--- src/hw/rtl/lccf_pkg.sv ---
// Shared types and codes for the line counting character FIFO.
package lccf_pkg;

   localparam int unsigned CharWidth   = 8;
   localparam int unsigned StatusWidth = 3;
   localparam int unsigned CountWidth  = 8;

   localparam logic [CharWidth-1:0]  NewlineChar = 8'h0A;
   localparam logic [CountWidth-1:0] CountMax    = 8'hFF;

   typedef enum logic [1:0] {
      CMD_PUSH     = 2'd0,
      CMD_POP      = 2'd1,
      CMD_POP_LINE = 2'd2,
      CMD_UNUSED   = 2'd3
   } cmd_type;

   typedef enum logic [StatusWidth-1:0] {
      ST_WRITE_OK = 3'd0,
      ST_FULL     = 3'd1,
      ST_READ_OK  = 3'd2,
      ST_EMPTY    = 3'd3,
      ST_LINE_OK  = 3'd4,
      ST_NO_LINE  = 3'd5
   } status_type;

   // controller to datapath
   typedef struct packed {
      logic load;   // take the request transaction
      logic fetch;  // read one character and advance the read pointer
   } ctrl_cmd_type;

   // datapath to controller
   typedef struct packed {
      logic skip;        // request causes no result
      logic need_fetch;  // request reads a character before its result
      logic more;        // current line result is not the final one
   } dp_status_type;

endpackage

--- src/hw/rtl/line_counting_char_fifo_unit.sv ---
// Top level of the line counting character FIFO.
// Ring FIFO of DEPTH-1 usable byte slots that counts stored newline-terminated
// lines (saturating at 255). Commands: push (0), pop (1), pop one line (2);
// code 3 is ignored and yields no result. Every other request yields one
// result transaction, pop-line one per character through the newline or
// until the FIFO runs empty, with last set on the final one and lines_held
// giving the count after the request. A push, or any request that fails,
// goes from the idle state straight to the emit state and offers its
// result in the cycle after acceptance; a pop passes through the fetch
// state, where the character memory is read into a register, before
// emit; pop-line repeats fetch and emit for each character. The next
// request is taken back in idle. One request is in work at a time. The
// memory needs no clearing after reset: only written slots are read.
module line_counting_char_fifo_unit #(
   parameter int unsigned DEPTH = 64
) (
   input  logic                                clock,
   input  logic                                reset,
   input  logic                                req_valid,
   output logic                                req_stall,
   input  logic [1:0]                          req_cmd,
   input  logic [lccf_pkg::CharWidth-1:0]      req_char_in,
   output logic                                rsp_valid,
   input  logic                                rsp_stall,
   output logic [lccf_pkg::StatusWidth-1:0]    rsp_status,
   output logic [lccf_pkg::CharWidth-1:0]      rsp_char_out,
   output logic                                rsp_last,
   output logic [lccf_pkg::CountWidth-1:0]     rsp_lines_held
);

   lccf_pkg::ctrl_cmd_type  ctrl_cmd;
   lccf_pkg::dp_status_type dp_status;

   lccf_ctrl u_ctrl (
      .clock     (clock),
      .reset     (reset),
      .req_valid (req_valid),
      .req_stall (req_stall),
      .rsp_valid (rsp_valid),
      .rsp_stall (rsp_stall),
      .dp_status (dp_status),
      .ctrl_cmd  (ctrl_cmd)
   );

   lccf_datapath #(
      .DEPTH (DEPTH)
   ) u_datapath (
      .clock          (clock),
      .reset          (reset),
      .req_cmd        (req_cmd),
      .req_char_in    (req_char_in),
      .ctrl_cmd       (ctrl_cmd),
      .dp_status      (dp_status),
      .rsp_status     (rsp_status),
      .rsp_char_out   (rsp_char_out),
      .rsp_last       (rsp_last),
      .rsp_lines_held (rsp_lines_held)
   );

endmodule

--- src/hw/rtl/lccf_ctrl.sv ---
// Controller state machine that sequences requests, reads and results.
module lccf_ctrl (
   input  logic                   clock,
   input  logic                   reset,
   input  logic                   req_valid,
   output logic                   req_stall,
   output logic                   rsp_valid,
   input  logic                   rsp_stall,
   input  lccf_pkg::dp_status_type dp_status,
   output lccf_pkg::ctrl_cmd_type  ctrl_cmd
);

   typedef enum logic [2:0] {
      S_IDLE  = 3'b001,
      S_FETCH = 3'b010,
      S_EMIT  = 3'b100
   } state_type;

   state_type state_ff;
   state_type state_in;

   always_comb begin
      state_in = state_ff;
      case (state_ff)
         S_IDLE: begin
            if (req_valid && !dp_status.skip) begin
               state_in = dp_status.need_fetch ? S_FETCH : S_EMIT;
            end
         end
         S_FETCH: begin
            state_in = S_EMIT;
         end
         S_EMIT: begin
            if (!rsp_stall) begin
               state_in = dp_status.more ? S_FETCH : S_IDLE;
            end
         end
         default: begin
            state_in = S_IDLE;
         end
      endcase
   end

   always_ff @(posedge clock) begin
      if (reset) begin
         state_ff <= S_IDLE;
      end else begin
         state_ff <= state_in;
      end
   end

   assign req_stall      = (state_ff != S_IDLE);
   assign rsp_valid      = (state_ff == S_EMIT);
   assign ctrl_cmd.load  = (state_ff == S_IDLE) && req_valid;
   assign ctrl_cmd.fetch = (state_ff == S_FETCH);

endmodule

--- src/hw/rtl/lccf_datapath.sv ---
// Datapath: character memory, ring pointers, line count and result fields.
module lccf_datapath #(
   parameter int unsigned DEPTH = 64
) (
   input  logic                                clock,
   input  logic                                reset,
   input  logic [1:0]                          req_cmd,
   input  logic [lccf_pkg::CharWidth-1:0]      req_char_in,
   input  lccf_pkg::ctrl_cmd_type              ctrl_cmd,
   output lccf_pkg::dp_status_type             dp_status,
   output logic [lccf_pkg::StatusWidth-1:0]    rsp_status,
   output logic [lccf_pkg::CharWidth-1:0]      rsp_char_out,
   output logic                                rsp_last,
   output logic [lccf_pkg::CountWidth-1:0]     rsp_lines_held
);

   localparam int unsigned PosWidth = (DEPTH > 1) ? $clog2(DEPTH) : 1;
   localparam logic [PosWidth-1:0] LastPos = PosWidth'(DEPTH - 1);

   logic [lccf_pkg::CharWidth-1:0]  mem_ff [DEPTH];
   logic [lccf_pkg::CharWidth-1:0]  rd_data_ff;
   logic [PosWidth-1:0]             wp_ff, wp_in;
   logic [PosWidth-1:0]             rp_ff, rp_in;
   logic [lccf_pkg::CountWidth-1:0] count_ff, count_in;
   lccf_pkg::status_type            status_ff, status_in;
   logic                            has_char_ff, has_char_in;
   logic                            line_mode_ff, line_mode_in;
   logic                            wr_en;
   logic [PosWidth-1:0]             wp_next;
   logic [PosWidth-1:0]             rp_next;
   logic                            empty;
   logic                            full;
   lccf_pkg::cmd_type               cmd;

   assign cmd     = lccf_pkg::cmd_type'(req_cmd);
   assign wp_next = (wp_ff == LastPos) ? '0 : wp_ff + PosWidth'(1);
   assign rp_next = (rp_ff == LastPos) ? '0 : rp_ff + PosWidth'(1);
   assign empty   = (rp_ff == wp_ff);
   assign full    = (wp_next == rp_ff);

   always_comb begin
      wp_in        = wp_ff;
      rp_in        = rp_ff;
      count_in     = count_ff;
      status_in    = status_ff;
      has_char_in  = has_char_ff;
      line_mode_in = line_mode_ff;
      wr_en        = 1'b0;
      if (ctrl_cmd.load) begin
         has_char_in  = 1'b0;
         line_mode_in = 1'b0;
         case (cmd)
            lccf_pkg::CMD_PUSH: begin
               if (full) begin
                  status_in = lccf_pkg::ST_FULL;
               end else begin
                  status_in = lccf_pkg::ST_WRITE_OK;
                  wr_en     = 1'b1;
                  wp_in     = wp_next;
                  if (req_char_in == lccf_pkg::NewlineChar &&
                      count_ff != lccf_pkg::CountMax) begin
                     count_in = count_ff + lccf_pkg::CountWidth'(1);
                  end
               end
            end
            lccf_pkg::CMD_POP: begin
               if (empty) begin
                  status_in = lccf_pkg::ST_EMPTY;
               end else begin
                  status_in   = lccf_pkg::ST_READ_OK;
                  has_char_in = 1'b1;
               end
            end
            lccf_pkg::CMD_POP_LINE: begin
               if (empty) begin
                  status_in = lccf_pkg::ST_EMPTY;
               end else if (count_ff == '0) begin
                  status_in = lccf_pkg::ST_NO_LINE;
               end else begin
                  // drop the count up front; every line result reports it
                  status_in    = lccf_pkg::ST_LINE_OK;
                  has_char_in  = 1'b1;
                  line_mode_in = 1'b1;
                  count_in     = count_ff - lccf_pkg::CountWidth'(1);
               end
            end
            default: begin
            end
         endcase
      end
      if (ctrl_cmd.fetch) begin
         rp_in = rp_next;
      end
   end

   always_ff @(posedge clock) begin
      if (wr_en) begin
         mem_ff[wp_ff] <= req_char_in;
      end
      if (ctrl_cmd.fetch) begin
         rd_data_ff <= mem_ff[rp_ff];
      end
   end

   always_ff @(posedge clock) begin
      if (reset) begin
         wp_ff        <= '0;
         rp_ff        <= '0;
         count_ff     <= '0;
         has_char_ff  <= 1'b0;
         line_mode_ff <= 1'b0;
         status_ff    <= lccf_pkg::ST_WRITE_OK;
      end else begin
         wp_ff        <= wp_in;
         rp_ff        <= rp_in;
         count_ff     <= count_in;
         has_char_ff  <= has_char_in;
         line_mode_ff <= line_mode_in;
         status_ff    <= status_in;
      end
   end

   // status toward the controller
   assign dp_status.skip       = (cmd == lccf_pkg::CMD_UNUSED);
   assign dp_status.need_fetch = !empty &&
                                 ((cmd == lccf_pkg::CMD_POP) ||
                                  ((cmd == lccf_pkg::CMD_POP_LINE) && (count_ff != '0)));
   // read pointer has already moved past the emitted character
   assign dp_status.more       = line_mode_ff && !empty &&
                                 (rd_data_ff != lccf_pkg::NewlineChar);

   assign rsp_status     = status_ff;
   assign rsp_char_out   = has_char_ff ? rd_data_ff : '0;
   assign rsp_last       = !dp_status.more;
   assign rsp_lines_held = count_ff;

endmodule

--- config.mk ---
export PLATFORM = sky130hd
export DESIGN_NAME = line_counting_char_fifo_unit
export DESIGN_NICKNAME = d
export VERILOG_FILES = /design/src/hw/rtl/lccf_pkg.sv /design/src/hw/rtl/line_counting_char_fifo_unit.sv /design/src/hw/rtl/lccf_ctrl.sv /design/src/hw/rtl/lccf_datapath.sv
export SDC_FILE = /design/constraint.sdc
export NUM_CORES = 1
export LEC_CHECK = 0
export BUFFER_PORTS_ARGS = -buffer_cell sky130_fd_sc_hd__buf_4
export CORE_MARGIN = 2
export CORE_UTILIZATION = 35
export DETAILED_ROUTE_END_ITERATION = 10
export PLACE_DENSITY_LB_ADDON = 0.1
export SLEW_MARGIN = 10
export SYNTH_ARGS = -nofsm -noshare
export SYNTH_HDL_FRONTEND = slang
export SYNTH_SLANG_ARGS = --single-unit
--- constraint.sdc ---
create_clock -name clock -period 4.5 [get_ports clock]
set_input_delay 0.9 -clock clock [delete_from_list [all_inputs] [get_ports clock]]
set_output_delay 0.9 -clock clock [all_outputs]
set_load 0.05 [all_outputs]
==> impl_metrics.tcl, run 1 <==
set metrics [dict create \
    ys.flop_type "edfxtp_1" \
    track_usage_pct 17.4 \
    slowest_delay_ns 0.69 \
    netlist_top_cells_count "edfxtp_1, mux4_2, nor2_1" \
    htreeDepth 2 \
    synth_cell_types 63 \
    placed_cells 1971 \
    tritoncts "yes" \
    n_fill_cell 5667 \
    first_pass_iters 5 \
    antenna_found_initial 5 \
    cts_root_buffer "clkbuf_16" \
    setup_violations 0 \
    worst_pin_slew_ns 1.01 \
    die_y_um 256 \
    seqPwrFrac_pct 53.6 \
    grt_pass1_wl_um 82600 \
    synth_fp_nets 1139 \
    portBuffers 35 \
    m1WireLength_um 26200 \
    top_layer_used "met5" \
    maxCapViolCount 0 \
    die_w_um 256 \
    post-route-drc-count 0 \
    post_drt_wl_per_cell_um 27.2 \
    finalPower_uw 10400 \
    route.met3.wl_um 2480 \
    ys_ff_latch 548 \
    ys.warnings.count 0 \
    critPathBufInv 2 \
    cts.path.max_buffers 3 \
    cts.clk_slew.worst_paths_ns 0.06 \
    slew_headroom_pct 32.5 \
    yosysTopAreaCellShare_pct 70.3 \
    period_minus_slack_ns 3.77 \
    routed_wl_um 56500 \
    p_int_uw 8250 \
    core_area_um2 62900 \
    ir_drop_mv 0.305 \
    vias_per_cell 5.29 \
    mappedNetlistArea_um2 22200 \
    cts_resized 0 \
    dieArea_um2 65500 \
    crit_family "simple AND/OR/NAND/NOR gates" \
    post-cts-setup-buffer-count 0 \
    synth_area_leaders "edfxtp_1, mux4_2, dfxtp_1, nor2_1, ha_1" \
    max_freq_ghz 0.265 \
    slew_viol_final 0 \
    initial_core_util_pct 35.3 \
    clk_latency_ns 0.62 \
    period_share_pct 83.7 \
    cp_cell_sequence "ha_1 -> a21oi_1 -> nand2b_1 -> a32o_1 -> nand4_2 -> buf_4 -> nand4_1 -> buf_4 -> nor2_1" \
    end_kind "flop" \
    min_path_type "flop to flop" \
    clock-sinks 548 \
    vias 11000 \
    yosysSeqAreaShare_pct 72.9 \
    p_switching_uw 2190 \
    crit_path_top_delay_cell "nor2_1" \
    dpl.hpwl_um 35100 \
    crit_top_cell "buf_4" \
    diodes 0 \
    grt_pass1_vias 11300 \
    synth_area_leader_cell "edfxtp_1" \
    finalSetupTns_ns 0 \
    hold_buffers 0 \
    power_density_nw_per_um2 412 \
    power.leakage_uw 0.00769 \
    start_kind "flop" \
    worst-endpoint-arrival_ns 4.01 \
    layout.cells.non_filler 2074 \
    path_class "flop to flop" \
    power_frac_clock_pct 43.9 \
    syn_inst 1112 \
    areaGrowthSynthToFinish_pct 14.2 \
    grt.overflow.total 0 \
    numCtsBuffers 57 \
    dr_wl_met2_um 26500 \
    crit_path_max_fanout 14 \
    grt_max_degree 83 \
    avgSynthCellArea_um2 20.0 \
    antenna_left 0 \
    io_pins 36 \
    cp.required_ns 4.74 \
    p_sw_share_pct 21.0 \
    status "completed" \
    fin_nets 1211 \
    num_rows 92 \
    yosys.cell_count.top_type "edfxtp_1" \
    synth_edf_count 520 \
    initialDrtViolationCount 977 \
    final.setup_skew_ns 0.0131 \
    rsz0062_at_grt "no" \
    synthArstFlopShare_pct 0 \
    gp_congestion 0.804 \
    combPwrFrac_pct 2.5 \
    hold_viol 0 \
    layout-drive-gt1-share_pct 26.4 \
]
-- area by class of cell --
cell class | instances | area, µm² | area share (%)
Multi-Input combinational cell | 492 | 5670 | 22.3
Clock buffer | 72 | 1500 | 5.93
Timing Repair Buffer | 72 | 603 | 2.38
Clock inverter | 31 | 290 | 1.14
Sequential cell | 548 | 16200 | 63.8
Inverter | 13 | 48.8 | 0.192
Tap cell | 846 | 1060 | 4.17
-- power groups by stage --
stage	registers, µW	logic [µW]	clock network (µW)
5_1_grt	5590	281	4890
2_1_floorplan	5710	102	0
6_report	5590	257	4580
4_1_cts	5590	264	4710
3_3_place_gp	5700	263	0
3_5_place_dp	5700	264	0
-- registers in the layout, summed over array words and instances (netlist names) --
signal and flops:
u_datapath.rsp_lines_held 8, u_datapath.rp_ff 6, u_datapath.mem_ff 512, u_datapath.has_char_ff 1, u_datapath.wp_ff 6, u_datapath.rd_data_ff 8, u_datapath.rsp_status 3, u_datapath.line_mode_ff 1
u_ctrl.state_ff 3
-- layout by cell type, fill, tap and decap left out, drive strengths merged, types with 6 or more instances in the layout --
master / n
a21oi: 28
dfxtp: 28
mux2: 10
nand4: 9
clkbuf: 72
xnor2: 7
nand2: 21
nand3: 16
clkinv: 21
xor2: 11
buf: 72
nor2: 91
edfxtp: 520
inv: 14
and2: 9
nor3: 6
mux2i: 11
ha: 12
a211oi: 11
nor2b: 21
o21ai: 8
mux4: 158
-- metal layers --
layer,track usage (%),vias to the layer above
met5,0,-
met4,4.68,4
met3,2.94,86
met2,27.0,253
met1,25.3,5898
li1,-,4723
-- cell families after synthesis --
group / after synthesis / synth area share, %
XOR/XNOR: 18 / 0.710
AND/OR/NAND/NOR: 210 / 4.77
buffers and inverters: 72 / 1.65
adder cells (fa/ha/maj): 13 / 0.766
multiplexers: 179 / 17.0
flip-flops: 548 / 72.9
AO/OA/AOI/OAI: 72 / 2.22
-- worst paths after layout --
check                                                            end  slack (ns)                            startpoint  cells past startpoint
worst max-delay path              u_datapath.mem_ff[44][3]$_DFFE_PP_        0.73      u_datapath.wp_ff[1]$_SDFFE_PP0P_                      9
worst min-delay path            u_datapath.line_mode_ff$_SDFFE_PP0P_        0.45  u_datapath.line_mode_ff$_SDFFE_PP0P_                      2
worst max register to register    u_datapath.mem_ff[44][3]$_DFFE_PP_        0.73      u_datapath.wp_ff[1]$_SDFFE_PP0P_                      9
worst min register to register  u_datapath.line_mode_ff$_SDFFE_PP0P_        0.45  u_datapath.line_mode_ff$_SDFFE_PP0P_                      2
-- metrics by stage --
stage	worst slack, ns	hold WS, ns	util [%]	area (µm²)
global route	0.531	0.488	40.3	25400
finish	0.733	0.452	40.3	25400
floorplan	1.63	0.432	-	22200
global placement	0.832	0.443	37.5	23600
detailed placement	0.781	0.446	37.5	23600
CTS	0.737	0.454	40.3	25400
-- worst min-delay path, cell delays in order, from the launching register on --
cell	delay (ns)
dfxtp_1	0.30
nand2_1	0.05
a21oi_1	0.05
Note: power is estimated with default switching activity, not from simulation.
==> run 2, diff against run 1 <==
clock period = 3.3 ns   (was 4.5 ns; I/O delays follow)
==> impl_metrics.tcl, run 2 (synthesis gave the netlist of run 1 again) <==
set metrics [dict create \
    first_pass_iters 7 \
    crit_path_top_delay_cell "nor2_1" \
    design_area_um2 25700 \
    slowest_delay_ns 0.83 \
    period_minus_slack_ns 3.17 \
    clk_latency_ns 0.61 \
    slew_headroom_pct 26.3 \
    clock-sinks 548 \
    tritoncts "yes" \
    antenna_found_initial 1 \
    period_share_pct 95.9 \
    track_usage_pct 17.4 \
    diodes 0 \
    gp_congestion 0.774 \
    vias_per_cell 5.22 \
    vias 11000 \
    power_density_nw_per_um2 561 \
    fin_nets 1245 \
    finalSetupTns_ns 0 \
    layout_setup_ws_ns 0.134 \
    die_y_um 256 \
    dpl.hpwl_um 35300 \
    power_frac_clock_pct 44.6 \
    status "completed" \
    htreeDepth 2 \
    crit_family "simple AND/OR/NAND/NOR gates" \
    layout_common_cells "edfxtp_1, mux4_2, buf_4, nor2_1, clkbuf_16" \
    post-route-drc-count 0 \
    n_fill_cell 5616 \
    cts.clk_slew.worst_paths_ns 0.07 \
    seqPwrFrac_pct 52.9 \
    power.leakage_uw 0.00791 \
    grt_pass1_wl_um 82600 \
    numCtsBuffers 58 \
    regMostFlops "u_datapath.mem_ff" \
    layout-drive-gt1-share_pct 28.1 \
    initialDrtViolationCount 862 \
    grt_max_degree 65 \
    grt.overflow.total 0 \
    final_common_cell "edfxtp_1" \
    p_int_uw 11500 \
    crit_path_max_fanout 10 \
    path_class "flop to flop" \
    core_area_um2 62900 \
    portBuffers 35 \
    cts_root_buffer "clkbuf_16" \
    io_pins 36 \
    initial_core_util_pct 35.3 \
    num_rows 92 \
    maxCapViolCount 0 \
    start_kind "flop" \
    pre_cts_ws_ns 0.0926 \
    worst_pin_slew_ns 1.10 \
    p_switching_uw 2930 \
    die_w_um 256 \
    slew_viol_final 0 \
    placed_area_um2 23800 \
    post_drt_wl_per_cell_um 26.9 \
    worst-endpoint-arrival_ns 3.38 \
    dieArea_um2 65500 \
    ir_drop_mv 0.348 \
    grt_pass1_vias 11400 \
    largest_register_ffs 512 \
    finalPower_uw 14400 \
    combPwrFrac_pct 2.5 \
    cp.required_ns 3.52 \
    cp_cell_sequence "ha_2 -> a21oi_1 -> nand2b_1 -> a32o_1 -> nand4_2 -> nand4_1 -> buf_4 -> nor2_1" \
    routed_wl_um 56700 \
    end_kind "flop" \
    hold_viol 0 \
    cts.path.max_buffers 3 \
    antenna_left 0 \
    p_sw_share_pct 20.3 \
    max_freq_ghz 0.316 \
    final.setup_skew_ns 0.0147 \
    critPathBufInv 1 \
    areaGrowthSynthToFinish_pct 16.0 \
    final_util_pct 41.0 \
    setup_violations 0 \
    min_path_type "input pin to flop" \
    rsz0062_at_grt "no" \
]
## run 2: changes by cell type in the layout (fill, tap and decap cells not counted), sizes merged
cell      delta
inv          -1
bufinv       +2
clkinv       +5
clkinvlp     -3
clkbuf       -2
buf         +33
## run 2: power by group through the flow
| stage | clock network, µW | registers (µW) | logic [µW] |
|---|---|---|---|
| after floorplan | 0 | 7780 | 138 |
| after global placement | 0 | 7780 | 366 |
| after detailed placement | 0 | 7780 | 370 |
| after CTS | 6620 | 7630 | 369 |
| after global routing | 6850 | 7630 | 391 |
| final | 6440 | 7630 | 361 |
## run 2: worst paths after layout
| check | startpoint | to | slack, ns | cells after the start |
|---|---|---|---|---|
| min reg2reg | u_datapath.line_mode_ff$_SDFFE_PP0P_ | u_datapath.line_mode_ff$_SDFFE_PP0P_ | 0.46 | 2 |
| min | rsp_stall | u_ctrl.state_ff[1]$_SDFFE_PP0P_ | 0.39 | 3 |
| max reg2reg | u_datapath.wp_ff[1]$_SDFFE_PP0P_ | u_datapath.mem_ff[36][4]$_DFFE_PP_ | 0.13 | 8 |
| max | u_datapath.wp_ff[1]$_SDFFE_PP0P_ | u_datapath.mem_ff[36][4]$_DFFE_PP_ | 0.13 | 8 |
## run 2: repair_timing
| action | 4_1_cts | 5_1_grt |
|---|---|---|
| hold buffers | 0 | 0 |
| endpoints found under the setup margin | 1 | 121 |
| gates resized for setup | 0 | 3 |
| buffers inserted | 1 | 3 |
## run 2: worst reg2reg max path, delay by kind of cell (launching register included)
family,cells,cell delay [ns]
and+or+nand+nor,4,1.31
adders and majority gates,1,0.36
AOI/OAI and AO/OA,2,0.35
buffers and inverters,1,0.20
DFF,1,0.56
## run 2: routing by layer
layer,wire length (µm),GRT usage [%],up-vias
met1,25900,24.9,5908
met3,2400,3.22,81
met4,1220,4.40,0
met5,0,0,-
li1,-,-,4789
met2,27100,27.8,221
## run 2: per-stage QoR
stage	std cells	hold WS, ns
floorplan	1112	0.432
global placement	2001	0.448
detailed placement	2001	0.457
CTS	2105	0.340
global route	2108	0.366
finish	2108	0.387
## run 2: area by class of cell
cell class	count	area (µm²)	share of cell area, %
repair buffers	105	921	3.58
inverters	13	48.8	0.190
well taps	846	1060	4.11
flip-flops and latches	548	16200	62.9
multi-input cells	492	5670	22.0
clock inverters	34	300	1.17
clock buffers	70	1560	6.06
